--- config.mk ---
export PLATFORM = sky130hd
export DESIGN_NAME = clipped_line_rasterizer_top
export DESIGN_NICKNAME = d
export VERILOG_FILES = /design/src/clr_pkg.sv /design/src/clipped_line_rasterizer_top.sv /design/src/clr_front.sv /design/src/clr_queue.sv /design/src/clr_back.sv
export SDC_FILE = /design/constraint.sdc
export NUM_CORES = 1
export LEC_CHECK = 0
export ABC_AREA = 0
export BUFFER_PORTS_ARGS = -buffer_cell sky130_fd_sc_hd__clkbuf_2
export CORE_MARGIN = 1
export CORE_UTILIZATION = 35
export CTS_CLUSTER_DIAMETER = 30
export DETAILED_ROUTE_END_ITERATION = 8
export SETUP_SLACK_MARGIN = 0.3
export SLEW_MARGIN = 20
export SYNTH_ARGS = -nofsm -noshare
export SYNTH_HDL_FRONTEND = slang
export SYNTH_SLANG_ARGS = --single-unit
--- constraint.sdc ---
create_clock -name clk -period 6.3 [get_ports clk]
set_clock_uncertainty 0.1 [all_clocks]
set_input_delay 1.26 -clock clk [delete_from_list [all_inputs] [get_ports clk]]
set_output_delay 1.26 -clock clk [all_outputs]
set_load 0.02 [all_outputs]
--- src/clr_pkg.sv ---
package clr_pkg;

  // Defaults for the top-level parameters.
  localparam int COORD_BITS_DEF = 12;
  localparam int COLOR_BITS_DEF = 32;

  // Depth of the command queue between decode and execution.
  localparam int QUEUE_DEPTH = 2;

  // Configuration port.
  localparam int APB_DATA_BITS = 32;
  localparam int APB_ADDR_BITS = 3;
  localparam logic REG_FRAME_WIDTH  = 1'b0;
  localparam logic REG_FRAME_HEIGHT = 1'b1;

  // Frame size after reset.
  localparam int FRAME_W_RESET = 1024;
  localparam int FRAME_H_RESET = 768;

  // Item kinds.
  localparam logic KIND_START   = 1'b0;
  localparam logic KIND_ADVANCE = 1'b1;

  // Control part of one decoded command.
  typedef struct packed {
    logic is_start;
    logic drop;
    logic straight;
    logic x_neg;
    logic y_neg;
  } ctl_t;

endpackage

--- src/clipped_line_rasterizer_top.sv ---
// An accepted item passes through the command queue and then the output
// register of the execution stage before its result is valid.
// Throughput: one item per cycle, start or advance, unless the result side
// stalls; the execution stage's pixel stepper updates its line state once per command.
// A two-entry command queue lets decode keep accepting while a result stalls.
// Reset (rst, synchronous) empties the queue and the output register, ends
// any line, and sets the frame size to 1024 by 768; no clearing pass is run.
module clipped_line_rasterizer_top
  import clr_pkg::*;
#(
  parameter int COORD_BITS = COORD_BITS_DEF,
  parameter int COLOR_BITS = COLOR_BITS_DEF
) (
  input  logic                     clk,
  input  logic                     rst,
  // Input items.
  input  logic                     in_valid,
  output logic                     in_ready,
  input  logic                     kind,
  input  logic [COORD_BITS-1:0]    start_x,
  input  logic [COORD_BITS-1:0]    start_y,
  input  logic [COORD_BITS-1:0]    end_x,
  input  logic [COORD_BITS-1:0]    end_y,
  input  logic [COLOR_BITS-1:0]    pixel_color,
  // Result items.
  output logic                     out_valid,
  input  logic                     out_ready,
  output logic [COORD_BITS-1:0]    pixel_x,
  output logic [COORD_BITS-1:0]    pixel_y,
  output logic [COLOR_BITS-1:0]    color_out,
  output logic                     write_enable,
  output logic                     line_done,
  // Configuration port.
  input  logic                     psel,
  input  logic                     penable,
  input  logic                     pwrite,
  input  logic [APB_ADDR_BITS-1:0] paddr,
  input  logic [APB_DATA_BITS-1:0] pwdata,
  output logic [APB_DATA_BITS-1:0] prdata,
  output logic                     pready
);

  // The frame registers are one bit wider than a coordinate so that a frame
  // spanning the whole coordinate range clips nothing.
  localparam int FW_BITS  = COORD_BITS + 1;
  localparam int FW_MAX   = (1 << FW_BITS) - 1;
  localparam int W_RESET  = (FRAME_W_RESET < FW_MAX) ? FRAME_W_RESET : FW_MAX;
  localparam int H_RESET  = (FRAME_H_RESET < FW_MAX) ? FRAME_H_RESET : FW_MAX;
  localparam int Q_WIDTH  = $bits(ctl_t) + 6 * COORD_BITS + COLOR_BITS;

  logic [FW_BITS-1:0]    frame_width;
  logic [FW_BITS-1:0]    frame_height;
  logic                  cfg_write;
  logic                  reg_idx;

  // Decoded command from the front end.
  ctl_t                  f_ctl;
  logic [COORD_BITS-1:0] f_cur_x;
  logic [COORD_BITS-1:0] f_cur_y;
  logic [COORD_BITS-1:0] f_stop_x;
  logic [COORD_BITS-1:0] f_stop_y;
  logic [COORD_BITS-1:0] f_span_x;
  logic [COORD_BITS-1:0] f_span_y;

  // Command at the head of the queue.
  logic                  q_valid;
  logic                  q_ready;
  logic                  q_pop;
  ctl_t                  q_ctl;
  logic [COORD_BITS-1:0] q_cur_x;
  logic [COORD_BITS-1:0] q_cur_y;
  logic [COORD_BITS-1:0] q_stop_x;
  logic [COORD_BITS-1:0] q_stop_y;
  logic [COORD_BITS-1:0] q_span_x;
  logic [COORD_BITS-1:0] q_span_y;
  logic [COLOR_BITS-1:0] q_color;
  logic [Q_WIDTH-1:0]    q_wdata;
  logic [Q_WIDTH-1:0]    q_rdata;

  // Configuration registers. Every write lands at the register selected by
  // the word address; the byte offset bits are ignored.
  assign pready    = 1'b1;
  assign reg_idx   = paddr[2];
  assign cfg_write = psel && penable && pwrite && pready;

  always_ff @(posedge clk) begin
    if (rst) begin
      frame_width  <= FW_BITS'(W_RESET);
      frame_height <= FW_BITS'(H_RESET);
    end else if (cfg_write) begin
      if (reg_idx == REG_FRAME_WIDTH) begin
        frame_width <= pwdata[FW_BITS-1:0];
      end else begin
        frame_height <= pwdata[FW_BITS-1:0];
      end
    end
  end

  always_comb begin
    if (reg_idx == REG_FRAME_HEIGHT) begin
      prdata = APB_DATA_BITS'(frame_height);
    end else begin
      prdata = APB_DATA_BITS'(frame_width);
    end
  end

  // The front end classifies each item as it arrives: straight lines are
  // clipped here, and Bresenham lines get their step directions and spans.
  clr_front #(
    .COORD_BITS (COORD_BITS),
    .FW_BITS    (FW_BITS)
  ) u_front (
    .kind         (kind),
    .start_x      (start_x),
    .start_y      (start_y),
    .end_x        (end_x),
    .end_y        (end_y),
    .frame_width  (frame_width),
    .frame_height (frame_height),
    .ctl          (f_ctl),
    .cur_x        (f_cur_x),
    .cur_y        (f_cur_y),
    .stop_x       (f_stop_x),
    .stop_y       (f_stop_y),
    .span_x       (f_span_x),
    .span_y       (f_span_y)
  );

  assign q_wdata = {f_ctl, f_cur_x, f_cur_y, f_stop_x, f_stop_y, f_span_x, f_span_y,
                    pixel_color};
  assign {q_ctl, q_cur_x, q_cur_y, q_stop_x, q_stop_y, q_span_x, q_span_y,
          q_color} = q_rdata;

  // The queue decouples acceptance from execution. Its ready depends only on
  // its own fill level, so there is no path from out_ready to in_ready.
  clr_queue #(
    .WIDTH (Q_WIDTH),
    .DEPTH (QUEUE_DEPTH)
  ) u_queue (
    .clk      (clk),
    .rst      (rst),
    .wr_valid (in_valid),
    .wr_ready (in_ready),
    .wr_data  (q_wdata),
    .rd_valid (q_valid),
    .rd_ready (q_ready),
    .rd_data  (q_rdata)
  );

  assign q_pop = q_valid && q_ready;

  // The back end holds the line state and emits one result per command into
  // its output register.
  clr_back #(
    .COORD_BITS (COORD_BITS),
    .COLOR_BITS (COLOR_BITS),
    .FW_BITS    (FW_BITS)
  ) u_back (
    .clk          (clk),
    .rst          (rst),
    .cmd_valid    (q_valid),
    .cmd_ready    (q_ready),
    .cmd_ctl      (q_ctl),
    .cmd_cur_x    (q_cur_x),
    .cmd_cur_y    (q_cur_y),
    .cmd_stop_x   (q_stop_x),
    .cmd_stop_y   (q_stop_y),
    .cmd_span_x   (q_span_x),
    .cmd_span_y   (q_span_y),
    .cmd_color    (q_color),
    .frame_width  (frame_width),
    .frame_height (frame_height),
    .out_valid    (out_valid),
    .out_ready    (out_ready),
    .pixel_x      (pixel_x),
    .pixel_y      (pixel_y),
    .color_out    (color_out),
    .write_enable (write_enable),
    .line_done    (line_done)
  );

  // A start command always produces an empty, unwritten pixel.
  a_start_result: assert property (@(posedge clk) disable iff (rst)
    (q_pop && q_ctl.is_start) |=>
      (out_valid && !write_enable && pixel_x == '0 && pixel_y == '0 && color_out == '0))
    else $error("start command produced a non-empty pixel");

  // A line dropped by clipping reports done at once.
  a_drop_done: assert property (@(posedge clk) disable iff (rst)
    (q_pop && q_ctl.is_start && q_ctl.drop) |=> line_done)
    else $error("dropped line did not report done");

  // The back end must not overwrite a result that is still waiting.
  a_no_overwrite: assert property (@(posedge clk) disable iff (rst)
    (out_valid && !out_ready) |-> !q_pop)
    else $error("command popped while the output register was stalled");

endmodule

--- src/clr_front.sv ---
module clr_front
  import clr_pkg::*;
#(
  parameter int COORD_BITS = COORD_BITS_DEF,
  parameter int FW_BITS    = COORD_BITS + 1
) (
  input  logic                  kind,
  input  logic [COORD_BITS-1:0] start_x,
  input  logic [COORD_BITS-1:0] start_y,
  input  logic [COORD_BITS-1:0] end_x,
  input  logic [COORD_BITS-1:0] end_y,
  input  logic [FW_BITS-1:0]    frame_width,
  input  logic [FW_BITS-1:0]    frame_height,
  output ctl_t                  ctl,
  output logic [COORD_BITS-1:0] cur_x,
  output logic [COORD_BITS-1:0] cur_y,
  output logic [COORD_BITS-1:0] stop_x,
  output logic [COORD_BITS-1:0] stop_y,
  output logic [COORD_BITS-1:0] span_x,
  output logic [COORD_BITS-1:0] span_y
);

  logic                  horiz;
  logic                  vert;
  logic [COORD_BITS-1:0] lo;
  logic [COORD_BITS-1:0] hi;
  logic [COORD_BITS-1:0] hi_clip;
  logic [FW_BITS-1:0]    limit;
  logic [FW_BITS-1:0]    limit_m1;

  assign horiz = (start_y == end_y);
  assign vert  = (start_x == end_x);

  // A horizontal line runs along x, a vertical one along y.
  always_comb begin
    if (horiz) begin
      lo    = (start_x < end_x) ? start_x : end_x;
      hi    = (start_x < end_x) ? end_x : start_x;
      limit = frame_width;
    end else begin
      lo    = (start_y < end_y) ? start_y : end_y;
      hi    = (start_y < end_y) ? end_y : start_y;
      limit = frame_height;
    end
    limit_m1 = limit - FW_BITS'(1);
    hi_clip  = ({1'b0, hi} >= limit) ? limit_m1[COORD_BITS-1:0] : hi;
  end

  always_comb begin
    ctl.is_start = (kind == KIND_START);
    ctl.straight = horiz | vert;
    ctl.x_neg    = 1'b0;
    ctl.y_neg    = 1'b0;
    ctl.drop     = 1'b0;
    cur_x        = start_x;
    cur_y        = start_y;
    stop_x       = end_x;
    stop_y       = end_y;
    span_x       = '0;
    span_y       = '0;
    if (horiz) begin
      ctl.drop = ({1'b0, start_y} >= frame_height) || ({1'b0, lo} >= frame_width);
      cur_x    = lo;
      stop_x   = hi_clip;
      stop_y   = start_y;
    end else if (vert) begin
      ctl.drop = ({1'b0, start_x} >= frame_width) || ({1'b0, lo} >= frame_height);
      cur_y    = lo;
      stop_y   = hi_clip;
      stop_x   = start_x;
    end else begin
      ctl.x_neg = (end_x < start_x);
      ctl.y_neg = (end_y < start_y);
      span_x    = ctl.x_neg ? (start_x - end_x) : (end_x - start_x);
      span_y    = ctl.y_neg ? (start_y - end_y) : (end_y - start_y);
    end
  end

endmodule

--- src/clr_queue.sv ---
module clr_queue
  import clr_pkg::*;
#(
  parameter int WIDTH = 8,
  parameter int DEPTH = QUEUE_DEPTH
) (
  input  logic             clk,
  input  logic             rst,
  input  logic             wr_valid,
  output logic             wr_ready,
  input  logic [WIDTH-1:0] wr_data,
  output logic             rd_valid,
  input  logic             rd_ready,
  output logic [WIDTH-1:0] rd_data
);

  localparam int PTR_BITS = (DEPTH > 1) ? $clog2(DEPTH) : 1;
  localparam int CNT_BITS = $clog2(DEPTH + 1);

  logic [WIDTH-1:0]    entries [DEPTH];
  logic [PTR_BITS-1:0] wr_ptr;
  logic [PTR_BITS-1:0] rd_ptr;
  logic [CNT_BITS-1:0] count;
  logic                push;
  logic                pop;

  assign wr_ready = (count != CNT_BITS'(DEPTH));
  assign rd_valid = (count != '0);
  assign rd_data  = entries[rd_ptr];
  assign push     = wr_valid & wr_ready;
  assign pop      = rd_valid & rd_ready;

  always_ff @(posedge clk) begin
    if (push) begin
      entries[wr_ptr] <= wr_data;
    end
  end

  always_ff @(posedge clk) begin
    if (rst) begin
      wr_ptr <= '0;
      rd_ptr <= '0;
      count  <= '0;
    end else begin
      if (push) begin
        wr_ptr <= (wr_ptr == PTR_BITS'(DEPTH - 1)) ? '0 : wr_ptr + PTR_BITS'(1);
      end
      if (pop) begin
        rd_ptr <= (rd_ptr == PTR_BITS'(DEPTH - 1)) ? '0 : rd_ptr + PTR_BITS'(1);
      end
      if (push && !pop) begin
        count <= count + CNT_BITS'(1);
      end else if (pop && !push) begin
        count <= count - CNT_BITS'(1);
      end
    end
  end

endmodule

--- src/clr_back.sv ---
module clr_back
  import clr_pkg::*;
#(
  parameter int COORD_BITS = COORD_BITS_DEF,
  parameter int COLOR_BITS = COLOR_BITS_DEF,
  parameter int FW_BITS    = COORD_BITS + 1
) (
  input  logic                  clk,
  input  logic                  rst,
  input  logic                  cmd_valid,
  output logic                  cmd_ready,
  input  ctl_t                  cmd_ctl,
  input  logic [COORD_BITS-1:0] cmd_cur_x,
  input  logic [COORD_BITS-1:0] cmd_cur_y,
  input  logic [COORD_BITS-1:0] cmd_stop_x,
  input  logic [COORD_BITS-1:0] cmd_stop_y,
  input  logic [COORD_BITS-1:0] cmd_span_x,
  input  logic [COORD_BITS-1:0] cmd_span_y,
  input  logic [COLOR_BITS-1:0] cmd_color,
  input  logic [FW_BITS-1:0]    frame_width,
  input  logic [FW_BITS-1:0]    frame_height,
  output logic                  out_valid,
  input  logic                  out_ready,
  output logic [COORD_BITS-1:0] pixel_x,
  output logic [COORD_BITS-1:0] pixel_y,
  output logic [COLOR_BITS-1:0] color_out,
  output logic                  write_enable,
  output logic                  line_done
);

  localparam int ERR_BITS = COORD_BITS + 2;

  // Line state.
  logic                       running, running_next;
  logic                       straight, straight_next;
  logic                       x_neg, x_neg_next;
  logic                       y_neg, y_neg_next;
  logic [COORD_BITS-1:0]      cur_x, cur_x_next;
  logic [COORD_BITS-1:0]      cur_y, cur_y_next;
  logic [COORD_BITS-1:0]      stop_x, stop_x_next;
  logic [COORD_BITS-1:0]      stop_y, stop_y_next;
  logic [COORD_BITS-1:0]      span_x, span_x_next;
  logic [COORD_BITS-1:0]      span_y, span_y_next;
  logic signed [ERR_BITS-1:0] err, err_next;
  logic [COLOR_BITS-1:0]      line_color, line_color_next;

  // Result fields for the output register.
  logic [COORD_BITS-1:0]      res_x;
  logic [COORD_BITS-1:0]      res_y;
  logic [COLOR_BITS-1:0]      res_color;
  logic                       res_we;
  logic                       res_done;

  logic                       pop;
  logic                       last;
  logic                       step_x;
  logic                       step_y;
  logic signed [ERR_BITS:0]   e2;
  logic signed [ERR_BITS:0]   neg_span_y;
  logic signed [ERR_BITS:0]   pos_span_x;
  logic signed [ERR_BITS-1:0] sub_y;
  logic signed [ERR_BITS-1:0] add_x;

  assign cmd_ready = !out_valid || out_ready;
  assign pop       = cmd_valid && cmd_ready;

  assign last       = (cur_x == stop_x) && (cur_y == stop_y);
  assign e2         = {err, 1'b0};
  assign neg_span_y = -$signed({3'b000, span_y});
  assign pos_span_x = $signed({3'b000, span_x});
  assign step_x     = (e2 > neg_span_y);
  assign step_y     = (e2 < pos_span_x);
  assign sub_y      = step_x ? $signed({2'b00, span_y}) : '0;
  assign add_x      = step_y ? $signed({2'b00, span_x}) : '0;

  always_comb begin
    running_next    = running;
    straight_next   = straight;
    x_neg_next      = x_neg;
    y_neg_next      = y_neg;
    cur_x_next      = cur_x;
    cur_y_next      = cur_y;
    stop_x_next     = stop_x;
    stop_y_next     = stop_y;
    span_x_next     = span_x;
    span_y_next     = span_y;
    err_next        = err;
    line_color_next = line_color;
    res_x           = '0;
    res_y           = '0;
    res_color       = '0;
    res_we          = 1'b0;
    res_done        = 1'b1;
    if (cmd_ctl.is_start) begin
      line_color_next = cmd_color;
      running_next    = !cmd_ctl.drop;
      res_done        = cmd_ctl.drop;
      straight_next   = cmd_ctl.straight;
      x_neg_next      = cmd_ctl.x_neg;
      y_neg_next      = cmd_ctl.y_neg;
      cur_x_next      = cmd_cur_x;
      cur_y_next      = cmd_cur_y;
      stop_x_next     = cmd_stop_x;
      stop_y_next     = cmd_stop_y;
      span_x_next     = cmd_span_x;
      span_y_next     = cmd_span_y;
      err_next        = $signed({2'b00, cmd_span_x}) - $signed({2'b00, cmd_span_y});
    end else if (running) begin
      res_x     = cur_x;
      res_y     = cur_y;
      res_color = line_color;
      res_we    = straight ||
                  (({1'b0, cur_x} < frame_width) && ({1'b0, cur_y} < frame_height));
      res_done  = last;
      if (last) begin
        running_next = 1'b0;
      end else if (straight) begin
        if (cur_x != stop_x) begin
          cur_x_next = cur_x + COORD_BITS'(1);
        end else begin
          cur_y_next = cur_y + COORD_BITS'(1);
        end
      end else begin
        err_next = err - sub_y + add_x;
        if (step_x) begin
          cur_x_next = x_neg ? cur_x - COORD_BITS'(1) : cur_x + COORD_BITS'(1);
        end
        if (step_y) begin
          cur_y_next = y_neg ? cur_y - COORD_BITS'(1) : cur_y + COORD_BITS'(1);
        end
      end
    end
  end

  always_ff @(posedge clk) begin
    if (rst) begin
      running   <= 1'b0;
      out_valid <= 1'b0;
    end else begin
      if (pop) begin
        running   <= running_next;
        out_valid <= 1'b1;
      end else if (out_ready) begin
        out_valid <= 1'b0;
      end
    end
  end

  always_ff @(posedge clk) begin
    if (pop) begin
      straight     <= straight_next;
      x_neg        <= x_neg_next;
      y_neg        <= y_neg_next;
      cur_x        <= cur_x_next;
      cur_y        <= cur_y_next;
      stop_x       <= stop_x_next;
      stop_y       <= stop_y_next;
      span_x       <= span_x_next;
      span_y       <= span_y_next;
      err          <= err_next;
      line_color   <= line_color_next;
      pixel_x      <= res_x;
      pixel_y      <= res_y;
      color_out    <= res_color;
      write_enable <= res_we;
      line_done    <= res_done;
    end
  end

endmodule

# After elaboration in Yosys (flattened, before gate mapping)
# Memory sizes are Yosys's and may differ from the RTL's. A register that Yosys moved wholly into a read port is not among the register bits.
# Index checks and enable logic that the tools add are counted.
# classes
n_addsub,17
n_reduce_logical,28
eq_ne,10
n_lt_le_gt_ge,13
n_mux,61
bitwise_logic,6
# ops
cell,count
12-bit two-way mux,36
12-bit by 13-bit greater-or-equal comparator with 1-bit output,5
14-bit two-way mux,4
12-bit equality test,4
12-bit less-than comparator,4
12-bit subtractor,4
"12-bit by 1-bit subtractor with 12-bit output, second input constant",3
12-bit by 13-bit less-than comparator with 1-bit output,2
13-bit two-way mux,2
"12-bit by 1-bit adder with 12-bit output, second input constant",2
15-bit > comparator,1
15-bit by 13-bit less-than comparator with 1-bit output,1
1-bit two-way mux,15
12-bit negator with 15-bit output,1
14-bit adder,1
14-bit subtractor,1
12-bit by 12-bit subtractor with 13-bit output,1
12-bit != test,1
5-bit AND reduction,2
2-bit two-way mux,4
2-bit nonzero test,4
1-bit logical AND,7
"2-bit != test, second input constant",3
"3-bit != test, second input constant",2
other kinds (12),25
# totals
reg_bits,211
ramBits,218
elab_cells,159
mem_count,1
output_inout_bits,93
input_bits,123
# memory_table
memory,depth,width,read_ports,rd_clocked_by_memory_dff,wr,line_no,text
u_queue.entries,2,109,1,1,1,clr_queue.sv:20,logic [WIDTH-1:0] entries [DEPTH];

# Longest topological paths before layout
# logic_depth
depth_word,9
mapped_depth,27
ltp_nobuf,27

# Cells and area by module
# A second synthesis with hierarchy kept.
# unflattened
hier_cells,2313
area_unflattened_um2,25698.4
# modules_own_cells
module,seq_area_each_um2,instances,cells_each,area_each_um2
clr_back,5415.2,1,900,10256.1
clr_queue,6646.4,1,363,8112.8
clr_front,0.0,1,909,5904.4
clipped_line_rasterizer_top,520.5,1,141,1425.1

# Worst setup path before layout
# Ideal clock, no wire load.
# synth_timing
path_type,input -> register
start,input in_valid
end,"memory u_queue.entries[0][0] (netlist bit), enable pin"
setup_slack_ps,-266
required_ps,5622
path_stages,2
arrival_ps,5888
setup_ps,578
n_path_buf,0
path_cell_list,nand2_1 > nor2_1
# synth_via
elab_chain_len,3
# synth_lines
element,line_no,text
"start, declared",clipped_line_rasterizer_top.sv:17,"input logic in_valid,"
1-bit bitwise AND,clr_queue.sv:30,assign push = wr_valid & wr_ready;
1-bit two-way mux,clr_queue.sv:34,if (push) begin
1-bit two-way mux (implied by the code),clr_queue.sv:35,entries[wr_ptr] <= wr_data;
"end, declared",clr_queue.sv:20,
# No other way between the ends.

# Worst setup path after layout
# layout_timing
start,register u_back.span_y[4]
end,register u_back.err[13] (data pin)
# layout_via
elab_chain_len,9
# layout_lines
element,line_no,text
"start, declared",clr_back.sv:43,"logic [COORD_BITS-1:0] span_y, span_y_next;"
"start signal, assigned",clr_back.sv:159,span_y <= span_y_next;
12-bit negator with 15-bit output,clr_back.sv:69,"assign neg_span_y = -$signed({3'b000, span_y});"
15-bit > comparator,clr_back.sv:71,assign step_x = (e2 > neg_span_y);
12-bit two-way mux *,clr_back.sv:73,"assign sub_y = step_x ? $signed({2'b00, span_y}) : '0;"
14-bit subtractor *,clr_back.sv:124,err_next = err - sub_y + add_x;
14-bit adder *,clr_back.sv:124,
14-bit two-way mux *,clr_back.sv:117,end else if (straight) begin
14-bit two-way mux *,clr_back.sv:115,if (last) begin
14-bit two-way mux *,clr_back.sv:108,end else if (running) begin
14-bit two-way mux *,clr_back.sv:94,if (cmd_ctl.is_start) begin
via u_back.err_next[13],clr_back.sv:44,"logic signed [ERR_BITS-1:0] err, err_next;"
"end signal, assigned",clr_back.sv:160,err <= err_next;
"end, declared",clr_back.sv:44,
# Mark *: on every way through the listed nets, which the timed path passes. The rest lies on a longest branch. The select of a mux whose other input is x is not followed.
# A chain may end at the register's enable or synchronous reset.

==> results_dict.tcl <==
set metrics [dict create \
    area_growth_pct 22.4 \
    layout.cells.most_common "edfxtp_1" \
    routed_via_density 5.25 \
    routedWlPerCell_um 21.3 \
    clock_path_buffers 3 \
    first_pass_iters 6 \
    pin_count 216 \
    p_leak_nw 12.4 \
    dieArea_um2 72700 \
    maxSlewHeadroom 0.317 \
    vias 18800 \
    synthCells 2306 \
    cts.sinks 430 \
    synth_top_area_share 0.476 \
    endpoint_kind "flop" \
    synth_largest_area_cell "edfxtp_1" \
    rsz0062_at_grt "yes" \
    grt_pass1_wl_um 115000 \
    fin_util 0.436 \
    timing.rr.end "u_back.err[13]" \
    synth_area_um2 25100 \
    drt_first_iter_violations 1338 \
    grt_max_degree 65 \
    synth_seq_cells 430 \
    drv_slew 0 \
    track_usage 0.207 \
    drt_wl_total_um 76300 \
    yosysSeqAreaShare 0.502 \
    antenna_found_initial 1 \
    crit_type "flop to flop" \
    root_buffer "clkbuf_16" \
    min_path_type "flop to flop" \
    clkLatencyLatePin_ns 0.62 \
    setup_viol 0 \
    synthTopCellsByArea "edfxtp_1 (48%), ha_1 (9.4%), a21oi_1 (3.6%), mux2_2 (3.4%), nand2_1 (2.9%)" \
    tightest_slew_ns 1.02 \
    path_max_fanout 6 \
    fmax_mhz 175 \
    layout_common_cells "edfxtp_1 (397), nand2_1 (193), ha_1 (189)" \
    r2r_start "u_back.span_y[4]" \
    placementRows 97 \
    port_buffers 174 \
    final_cells 3591 \
    vdd_drop_max_uv 236 \
    final_antenna_net_count 0 \
    reg2reg_depth 25 \
    gr-total-overflow 0 \
    grt_pass1_vias 18900 \
    final_nets 2906 \
    crit_end "u_back.err[13]" \
    remaining_drc_errors 0 \
    hpwl_um 58300 \
    clk_pin_slew_worst_paths_ns 0.05 \
    period_needed_ns 5.73 \
    chipHeight_um 270 \
    crit_path_start_kind "flop" \
    synth_cell_types 74 \
    finalCritPeriodShare 0.909 \
    cts-hold-fix-buffers 0 \
    cts_inserted_buffers 87 \
    dp.cells 3426 \
    cts_tree "yes" \
    core_area_um2 70400 \
    ys.flop_type "edfxtp_1" \
    power.density_nw_per_um2 470 \
    startpoint "u_back.span_y[4]" \
    min_from "frame_width[11]" \
    synthArstFlopShare 0 \
    worstPathArrival_ns 5.97 \
    worstPathRequired_ns 6.54 \
    hold_violations 0 \
    cap_violations 0 \
    globalplace.congestion 0.967 \
    initial_core_util 0.356 \
    chipWidth_um 270 \
    holdWs_ns 0.377 \
    antenna_cells 0 \
    syn_area_per_cell_um2 10.9 \
    drive_gt1_frac 0.210 \
    status "complete, no violations" \
    htree_levels 3 \
    reg2reg_slack_ns 0.57 \
    synth_warnings 0 \
    synth_edf_count 397 \
]
-- timing repair --
item | CTS | global route
endpoints found under the hold margin | 0 | 0
endpoints found under the setup margin | 0 | 11
setup buffers | 0 | 2
resized for setup | 0 | 16
-- Yosys cell counts, types with 44 or more instances --
master and n:
mux2_2 75, inv_1 171, o21ai_0 145, a21oi_1 181, clkbuf_1 58, xnor2_1 60
nor2_1 148, nand2_1 195, mux2i_1 63, edfxtp_1 397, ha_1 189, nor3_1 50
xor2_1 44, and3_1 62
-- cell families after synthesis --
logic type,synth area share
fa+ha+maj,0.108
mux,0.0593
compound gates,0.128
other cells,0.000300
xor+xnor,0.0363
flops,0.502
simple gates,0.116
buf+inv,0.0502
-- power by group --
part	switching, W	internal [W]	total [W]
combinational	0.00312	0.00204	0.00516
clock	0.00161	0.00309	0.00470
sequential	0.000415	0.00415	0.00457
total	0.00514	0.00929	0.0144
-- sequential cells by signal, indices dropped and copies added, names as in the netlist, 12 cells and up, named ones only --
signal,cells
u_back.color_out,32
u_back.err,14
u_back.stop_y,12
frame_height,13
u_back.pixel_x,12
u_back.span_y,12
u_back.cur_y,12
u_back.pixel_y,12
u_back.span_x,12
frame_width,13
u_back.cur_x,12
u_back.line_color,32
u_back.stop_x,12
u_queue.entries,218
-- layer usage --
layer | GRT usage | wire length, um | vias to the layer above
li1 | - | - | 8932
met1 | 0.282 | 34200 | 9102
met2 | 0.334 | 35000 | 681
met3 | 0.0370 | 5080 | 126
met4 | 0.0665 | 2050 | 0
met5 | 0 | 0 | -
-- through the flow --
| stage | setup slack [ns] | setup TNS, ns | instance area [um^2] | power, W |
|---|---|---|---|---|
| after floorplan | 0.691 | 0 | 25100 | 0.00810 |
| after global placement | 0.0147 | 0 | 27500 | 0.00958 |
| after detailed placement | -0.0638 | -0.128 | 27500 | 0.00972 |
| after CTS | 0.345 | 0 | 30600 | 0.0145 |
| after global routing | 0.255 | 0 | 30700 | 0.0153 |
| final | 0.574 | 0 | 30700 | 0.0144 |
-- final cells by class --
class / count / area (um^2)
fillers: 6648 / 39700
flip-flops and latches: 430 / 12600
multi-input cells: 1595 / 11400
clock buffers: 98 / 2270
repair buffers: 292 / 1780
well taps: 940 / 1180
clock inverters: 65 / 825
inverters: 171 / 642
-- worst min-delay path by stage --
stage	end	slack, ns	cells past startpoint
CTS	frame_width[9]	0.38	2
global route	frame_width[9]	0.40	2
detailed placement	frame_width[11]	0.36	2
finish	frame_width[11]	0.38	2
global placement	frame_width[11]	0.35	2
floorplan	frame_width[11]	0.34	2
-- worst max-delay path, stage by stage, from the launching register on --
cell      delay [ns]
edfxtp_1        0.43
or4_4           0.59
nor3_4          0.21
nand2_2         0.11
o41ai_1         0.26
o21ai_0         0.15
ha_1            0.31
nand4_1         0.08
nor2_1          0.18
a21oi_1         0.16
o21ai_2         0.19
a31oi_4         0.07
and2_1          0.20
fa_1            0.53
inv_1           0.06
ha_1            0.28
a21oi_1         0.14
nor2b_1         0.07
o31a_1          0.27
o21a_1          0.21
a41oi_2         0.21
buf_4           0.15
a21oi_1         0.06
a21oi_1         0.18
xnor2_1         0.14
o21ai_0         0.09
Note: power is estimated with default switching activity, not from simulation.
